File: config.mk
export PLATFORM = sky130hd
export DESIGN_NAME = utf8_bmp_stream_decoder_unit
export DESIGN_NICKNAME = d
export VERILOG_FILES = /design/src/hdl/u8d_pkg.sv /design/src/hdl/u8d_front.sv /design/src/hdl/u8d_queue.sv /design/src/hdl/u8d_back.sv /design/src/hdl/utf8_bmp_stream_decoder_unit.sv
export SDC_FILE = /design/constraint.sdc
export NUM_CORES = 1
export LEC_CHECK = 0
export ABC_AREA = 1
export BUFFER_PORTS_ARGS = -buffer_cell sky130_fd_sc_hd__buf_2
export CORE_ASPECT_RATIO = 1.75
export CORE_MARGIN = 2
export CORE_UTILIZATION = 45
export CTS_BUF_LIST = sky130_fd_sc_hd__clkbuf_4
export DETAILED_ROUTE_END_ITERATION = 10
export PLACE_DENSITY_LB_ADDON = 0.08
export SLEW_MARGIN = 30
export SYNTH_ARGS = -nofsm -noshare
export SYNTH_HDL_FRONTEND = slang
export SYNTH_SLANG_ARGS = --single-unit
File: constraint.sdc
create_clock -name clock -period 13.2 [get_ports clock]
set_input_delay 0 -clock clock [delete_from_list [all_inputs] [get_ports clock]]
set_output_delay 0 -clock clock [all_outputs]
set_load 0.05 [all_outputs]
File: src/hdl/u8d_pkg.sv
package u8d_pkg;

   localparam int MAX_RESULTS = 3;
   localparam int QUEUE_DEPTH_DEFAULT = 4;
   localparam logic [15:0] REPLACEMENT_RESET = 16'hFFFD;

   typedef logic [MAX_RESULTS-1:0][15:0] code_group_type;

   // All results caused by one accepted byte, oldest in slot 0.
   typedef struct packed {
      logic [1:0]             count;
      code_group_type         code_point;
      logic [MAX_RESULTS-1:0] text_end;
   } entry_type;

endpackage

File: src/hdl/u8d_front.sv
module u8d_front (
   input  logic               clock,
   input  logic               reset,
   input  logic               req_push,
   input  logic [7:0]         req_in_byte,
   output logic               req_full,
   input  logic               csr_write,
   input  logic [15:0]        csr_replacement_code,
   output logic               q_push,
   output u8d_pkg::entry_type q_entry,
   input  logic               q_full
);
   import u8d_pkg::*;

   typedef logic [2:0][7:0] window_type;

   typedef struct packed {
      logic [1:0]  used;
      logic [15:0] code;
   } decision_type;

   logic [1:0][7:0] held_ff, held_in;
   logic [1:0]      held_count_ff, held_count_in;
   logic [15:0]     repl_ff;

   window_type  window;
   logic [1:0]  n;
   logic [1:0]  pos;
   logic [1:0]  cnt;
   logic [1:0]  avail;
   logic        stop;
   logic        ending;
   logic [7:0]  b1;
   logic [7:0]  b2;
   decision_type dec;
   entry_type   entry;
   logic        accept;

   function automatic logic [7:0] pick(input window_type w, input logic [1:0] idx);
      logic [7:0] r;
      r = 8'h00;
      if (idx != 2'd3) begin
         r = w[idx];
      end
      return r;
   endfunction

   function automatic logic is_cont(input logic [7:0] b);
      return (b[7:6] == 2'b10);
   endfunction

   // Decides the sequence that starts at lead; used is zero when it must wait.
   function automatic decision_type decide(input logic [7:0] lead, input logic [7:0] c1,
                                           input logic [7:0] c2, input logic [1:0] av,
                                           input logic fin, input logic [15:0] repl);
      decision_type d;
      logic [10:0]  v2;
      logic [15:0]  v3;
      d.used = 2'd1;
      d.code = repl;
      v2 = {lead[4:0], c1[5:0]};
      v3 = {lead[3:0], c1[5:0], c2[5:0]};
      if (lead[7] == 1'b0) begin
         d.code = {8'h00, lead};
      end else if (lead[7:5] == 3'b110) begin
         if (av < 2'd2 && !fin) begin
            d.used = 2'd0;
         end else if (is_cont(c1) && v2 >= 11'h080) begin
            d.used = 2'd2;
            d.code = {5'd0, v2};
         end
      end else if (lead[7:4] == 4'b1110) begin
         if (!fin && (av < 2'd2 || (av < 2'd3 && is_cont(c1)))) begin
            d.used = 2'd0;
         end else if (is_cont(c1) && is_cont(c2) && v3 >= 16'h0800) begin
            d.used = 2'd3;
            d.code = v3;
         end
      end
      return d;
   endfunction

   assign accept   = req_push && !q_full;
   assign req_full = q_full;
   assign ending   = (req_in_byte == 8'h00);

   always_comb begin
      window = '0;
      window[0] = held_ff[0];
      window[1] = held_ff[1];
      n = held_count_ff;
      if (!ending) begin
         if (n == 2'd0) begin
            window[0] = req_in_byte;
         end else if (n == 2'd1) begin
            window[1] = req_in_byte;
         end else begin
            window[2] = req_in_byte;
         end
         n = n + 2'd1;
      end
      pos   = 2'd0;
      cnt   = 2'd0;
      stop  = 1'b0;
      entry = '0;
      avail = 2'd0;
      b1    = 8'h00;
      b2    = 8'h00;
      dec   = '0;
      // Each pass decodes one sequence; a rejected lead costs one byte and
      // the following bytes are rescanned in the next pass.
      for (int i = 0; i < MAX_RESULTS; i++) begin
         if (!stop && pos < n) begin
            avail = n - pos;
            b1 = (avail > 2'd1) ? pick(window, pos + 2'd1) : 8'h00;
            b2 = (avail > 2'd2) ? pick(window, pos + 2'd2) : 8'h00;
            dec = decide(pick(window, pos), b1, b2, avail, ending, repl_ff);
            if (dec.used == 2'd0) begin
               stop = 1'b1;
            end else begin
               entry.code_point[i] = dec.code;
               cnt = cnt + 2'd1;
               pos = pos + dec.used;
            end
         end
      end
      if (ending) begin
         if (cnt == 2'd0) begin
            entry.text_end[0] = 1'b1;
         end else if (cnt == 2'd1) begin
            entry.text_end[1] = 1'b1;
         end else begin
            entry.text_end[2] = 1'b1;
         end
         cnt = cnt + 2'd1;
         pos = n;
      end
      entry.count   = cnt;
      held_count_in = n - pos;
      held_in[0]    = pick(window, pos);
      held_in[1]    = pick(window, pos + 2'd1);
   end

   assign q_push  = accept && (cnt != 2'd0);
   assign q_entry = entry;

   always_ff @(posedge clock) begin
      if (reset) begin
         held_ff       <= '0;
         held_count_ff <= 2'd0;
      end else if (accept) begin
         held_ff       <= held_in;
         held_count_ff <= held_count_in;
      end
   end

   always_ff @(posedge clock) begin
      if (reset) begin
         repl_ff <= REPLACEMENT_RESET;
      end else if (csr_write) begin
         repl_ff <= csr_replacement_code;
      end
   end

endmodule

File: src/hdl/u8d_queue.sv
module u8d_queue #(
   parameter int DEPTH = u8d_pkg::QUEUE_DEPTH_DEFAULT
) (
   input  logic               clock,
   input  logic               reset,
   input  logic               push,
   input  u8d_pkg::entry_type push_entry,
   output logic               full,
   input  logic               pop,
   output u8d_pkg::entry_type head,
   output logic               empty
);
   import u8d_pkg::*;

   localparam int PTR_W = (DEPTH > 1) ? $clog2(DEPTH) : 1;
   localparam int CNT_W = $clog2(DEPTH + 1);

   entry_type        slots_ff [DEPTH];
   logic [PTR_W-1:0] wr_ptr_ff, wr_ptr_in;
   logic [PTR_W-1:0] rd_ptr_ff, rd_ptr_in;
   logic [CNT_W-1:0] fill_ff, fill_in;
   logic             do_push;
   logic             do_pop;

   assign full    = (fill_ff == CNT_W'(DEPTH));
   assign empty   = (fill_ff == '0);
   assign do_push = push && !full;
   assign do_pop  = pop && !empty;
   assign head    = slots_ff[rd_ptr_ff];

   always_comb begin
      wr_ptr_in = wr_ptr_ff;
      rd_ptr_in = rd_ptr_ff;
      fill_in   = fill_ff;
      if (do_push) begin
         wr_ptr_in = (wr_ptr_ff == PTR_W'(DEPTH - 1)) ? '0 : wr_ptr_ff + 1'b1;
      end
      if (do_pop) begin
         rd_ptr_in = (rd_ptr_ff == PTR_W'(DEPTH - 1)) ? '0 : rd_ptr_ff + 1'b1;
      end
      if (do_push && !do_pop) begin
         fill_in = fill_ff + 1'b1;
      end else if (do_pop && !do_push) begin
         fill_in = fill_ff - 1'b1;
      end
   end

   always_ff @(posedge clock) begin
      if (reset) begin
         wr_ptr_ff <= '0;
         rd_ptr_ff <= '0;
         fill_ff   <= '0;
      end else begin
         wr_ptr_ff <= wr_ptr_in;
         rd_ptr_ff <= rd_ptr_in;
         fill_ff   <= fill_in;
      end
   end

   always_ff @(posedge clock) begin
      if (do_push) begin
         slots_ff[wr_ptr_ff] <= push_entry;
      end
   end

endmodule

File: src/hdl/u8d_back.sv
module u8d_back (
   input  logic               clock,
   input  logic               reset,
   input  u8d_pkg::entry_type head,
   input  logic               q_empty,
   output logic               q_pop,
   output logic               rsp_empty,
   input  logic               rsp_pop,
   output logic [15:0]        rsp_code_point,
   output logic               rsp_text_end,
   output logic               rsp_run_last
);
   import u8d_pkg::*;

   logic [1:0] slot_ff, slot_in;
   logic       last;
   logic       transfer;

   assign rsp_empty      = q_empty;
   assign last           = (slot_ff == head.count - 2'd1);
   assign transfer       = rsp_pop && !q_empty;
   assign rsp_code_point = head.code_point[slot_ff];
   assign rsp_text_end   = head.text_end[slot_ff];
   assign rsp_run_last   = last;
   assign q_pop          = transfer && last;

   always_comb begin
      slot_in = slot_ff;
      if (transfer) begin
         slot_in = last ? 2'd0 : slot_ff + 2'd1;
      end
   end

   always_ff @(posedge clock) begin
      if (reset) begin
         slot_ff <= 2'd0;
      end else begin
         slot_ff <= slot_in;
      end
   end

endmodule

File: src/hdl/utf8_bmp_stream_decoder_unit.sv
// The results of a byte are registered in the result queue and offered from its head after any older entries.
// Throughput: one byte per cycle while the result queue has room; the output side delivers
// one result per cycle while rsp_pop is high, so a byte that yields k results takes k pops.
// The queue between the decoder and the output sequencer sets how far the two sides can drift.
// Reset clears the held bytes and the queue and restores the replacement code to 0xFFFD.
module utf8_bmp_stream_decoder_unit #(
   parameter int QUEUE_DEPTH = u8d_pkg::QUEUE_DEPTH_DEFAULT
) (
   input  logic        clock,
   input  logic        reset,
   input  logic        req_push,
   input  logic [7:0]  req_in_byte,
   output logic        req_full,
   output logic        rsp_empty,
   input  logic        rsp_pop,
   output logic [15:0] rsp_code_point,
   output logic        rsp_text_end,
   output logic        rsp_run_last,
   input  logic        csr_write,
   input  logic [15:0] csr_replacement_code
);
   import u8d_pkg::*;

   logic      q_push;
   logic      q_full;
   logic      q_pop;
   logic      q_empty;
   entry_type q_entry;
   entry_type q_head;

   u8d_front front_i (
      .clock                (clock),
      .reset                (reset),
      .req_push             (req_push),
      .req_in_byte          (req_in_byte),
      .req_full             (req_full),
      .csr_write            (csr_write),
      .csr_replacement_code (csr_replacement_code),
      .q_push               (q_push),
      .q_entry              (q_entry),
      .q_full               (q_full)
   );

   u8d_queue #(
      .DEPTH (QUEUE_DEPTH)
   ) queue_i (
      .clock      (clock),
      .reset      (reset),
      .push       (q_push),
      .push_entry (q_entry),
      .full       (q_full),
      .pop        (q_pop),
      .head       (q_head),
      .empty      (q_empty)
   );

   u8d_back back_i (
      .clock          (clock),
      .reset          (reset),
      .head           (q_head),
      .q_empty        (q_empty),
      .q_pop          (q_pop),
      .rsp_empty      (rsp_empty),
      .rsp_pop        (rsp_pop),
      .rsp_code_point (rsp_code_point),
      .rsp_text_end   (rsp_text_end),
      .rsp_run_last   (rsp_run_last)
   );

endmodule
==> flow_summary.ini <==
[sta]
setup_viol = 0
fin_crit_ns = 10.84
drv_slew = 0
max_freq_mhz = 92.25
skew_ns = 0.06264
hold_violations = 0
grt_setup_unrepaired = false
relSlewSlack_pct = 31.18
finalCritPeriodShare_pct = 82.12
setup-tns-final_ns = 0
worst_slew_pin_slew_ns = 1.025

[critical_path]
r2r_slack_ns = 2.36
critPathMaxStageDelay_ns = 0.60
cp_common_cell = nand2_2
crit_path_top_delay_cell = fa_1
path_buf_inv = 12
setup.worst_path.start_class = register
r2r-start = front_i.held_count_ff[0]
r2r-end = front_i.held_ff[15]
cpLargestDelayFamily = simple AND/OR/NAND/NOR gates
crit_path_end_kind = register
arrival_ns = 11.53
cp_max_fo = 33
path_class = reg2reg
critPathRequiredTime_ns = 13.89
r2r_cells = 45

[logic_synthesis]
synthTopCellsByCount = nand2_1, edfxtp_1, nor2_1, o21ai_0, nand3_1
synth_cell_types = 58
synth_edf_count = 212
syn_area_um2 = 15210
yosys-top-cells-area = edfxtp_1, nand2_1, o21ai_0
synthFlopType = edfxtp_1
syn_area_per_cell_um2 = 8.846
ys.warnings.count = 0
yosysTopAreaCell = edfxtp_1
synth-async-reset-ratio_pct = 0
ys_ff_latch = 257
yosysSeqAreaShare_pct = 47.76
netlist.area_leader.share_pct = 41.84
synth.most_common_cell = nand2_1
netlist_instances = 1720
postSynthNetCount = 1777

[outcome]
status = finished clean

[finish]
syn_to_final_growth_pct = 12.86
nets = 1892
drive_gt1_share_pct = 17.27
multi_input_area_um2 = 6862
utilization_pct = 51.23
fillers = 3230
fin_area_um2 = 17170
seq_area_um2 = 7272

[cts]
numCtsBuffers = 57
cts_sinks = 257
postCtsSetupBuffers = 0
cts_resized = 0
clkTransAtPathRegs_ns = 0.08
clockBufferDepth = 3
h-tree-depth = 2
cts_tree = yes
ctsRootBufferMaster = clkbuf_4
clk-insertion-delay-late_ns = 0.77

[routing]
ant_nets = 0
detail_route.first_pass.iterations = 6
routedWlPerCell_um = 24.66
via_per_inst = 5.830
num_vias = 13630
drc = 0
drt_wl_total_um = 57650
drt_iter0_drc = 978

[grt]
grt_pass1_wl_um = 83270
overflow = 0
antenna_found_initial = 1
grt_usage_pct = 32.62
grt_pass1_vias = 13290
grt_max_degree = 75

[placed_design]
gp_congestion = 1.078
dpl_cell_area_um2 = 15690
io_buffers = 48
place_hpwl_um = 41090

[die]
die_w_um = 143.0
dieHeight_um = 247.2
rows = 89
start_util_pct = 45.39
dieArea_um2 = 35350
io_pins = 49
core-area_um2 = 33520

[job]
maxCapViolations = 0

[hold_path]
hold_class = in2reg
hold_end = queue_i.slots_ff[3][51]
min_delay_path_depth = 6
min_from = req_in_byte[4]
[cells by family (layout without fill, tap and decap cells)]
| family | after synthesis | in the layout | synth area share (%) |
|---|---|---|---|
| simple gates | 758 | 758 | 24.89 |
| other cells | 0 | 1 | 0 |
| flops | 257 | 257 | 47.76 |
| fa+ha+maj | 28 | 28 | 2.401 |
| buf+inv | 230 | 392 | 7.442 |
| compound gates | 445 | 445 | 17.39 |
| xor+xnor | 2 | 2 | 0.1152 |
[repair_timing]
item | CTS | global route
hold endpoints to repair | 46 | 0
hold buffers | 71 | 0
setup endpoints to repair | 0 | 0
[worst max path at each step]
stage	start	to	cells after the start	slack, ns
2_1_floorplan	front_i.held_count_ff[1]	queue_i.slots_ff[0][0]	51	3.26
6_report	front_i.held_count_ff[0]	front_i.held_ff[15]	45	2.36
3_3_place_gp	front_i.held_count_ff[1]	queue_i.slots_ff[3][29]	44	2.76
5_1_grt	front_i.held_count_ff[0]	queue_i.slots_ff[3][32]	44	1.55
4_1_cts	front_i.held_count_ff[0]	queue_i.slots_ff[3][28]	44	2.49
3_5_place_dp	front_i.held_count_ff[1]	queue_i.slots_ff[3][15]	44	2.54
[flip-flops by register name (all words and copies together), names as in the netlist, named ones only]
| name | cells |
|---|---|
| front_i.held_count_ff | 2 |
| queue_i.slots_ff | 212 |
| queue_i.fill_ff | 3 |
| queue_i.rd_ptr_ff | 2 |
| front_i.held_ff | 16 |
| back_i.slot_ff | 2 |
| front_i.repl_ff | 16 |
| queue_i.wr_ptr_ff | 2 |
[layout make-up]
cell class,count,share of cell area [%]
diodes,1,0.01457
clock buffers,76,3.323
flip-flops and latches,257,42.35
inverters,143,3.337
repair buffers,143,6.587
well taps,455,3.315
multi-input cells,1233,39.96
clock inverters,30,1.115
[worst reg2reg max path: cells and delay by family, from the launching register on]
| family | cells | cell delay (ns) |
|---|---|---|
| flip-flops | 1 | 0.35 |
| AND/OR/NAND/NOR | 26 | 5.22 |
| buffers and inverters | 12 | 2.46 |
| AO/OA/AOI/OAI | 2 | 0.80 |
| adder cells (fa/ha/maj) | 5 | 1.97 |
[stage by stage]
step	worst slack [ns]	hold WS, ns	cells
global placement	2.760	0.2152	2160
global route	1.547	0.05420	2338
detailed placement	2.543	0.2170	2160
floorplan	3.265	0.1199	1720
CTS	2.491	0.008447	2337
finish	2.360	0.04769	2338
[per-layer routing]
metal	track usage (%)	wire length (um)
met1	31.95	19160
met2	58.63	29470
met3	5.383	3007
met4	27.84	6006
met5	0	0
[layout by cell type, fill, tap and decap left out, drive strengths merged]
master	count
nand2	340
nor2	228
o21ai	214
edfxtp	212
nand3	169
inv	133
a21oi	98
clkbuf	76
buf	72
dlygate4sd3	71
dfxtp	45
clkinv	36
o211ai	28
o22ai	27
ha	26
o221ai	25
a31oi	16
a32o	9
o2111ai	9
nor3	9
a211oi	8
nand4	6
a311oi	5
bufinv	3
nand3b	2
xor2	2
o21a	2
fa	2
a221oi	2
diode	1
or2	1
and2	1
a32oi	1
o31ai	1
and3	1
or3	1
clkinvlp	1
Power is not shown: default switching activity piles up to over one toggle a cycle in this logic, so the estimate is an artifact.
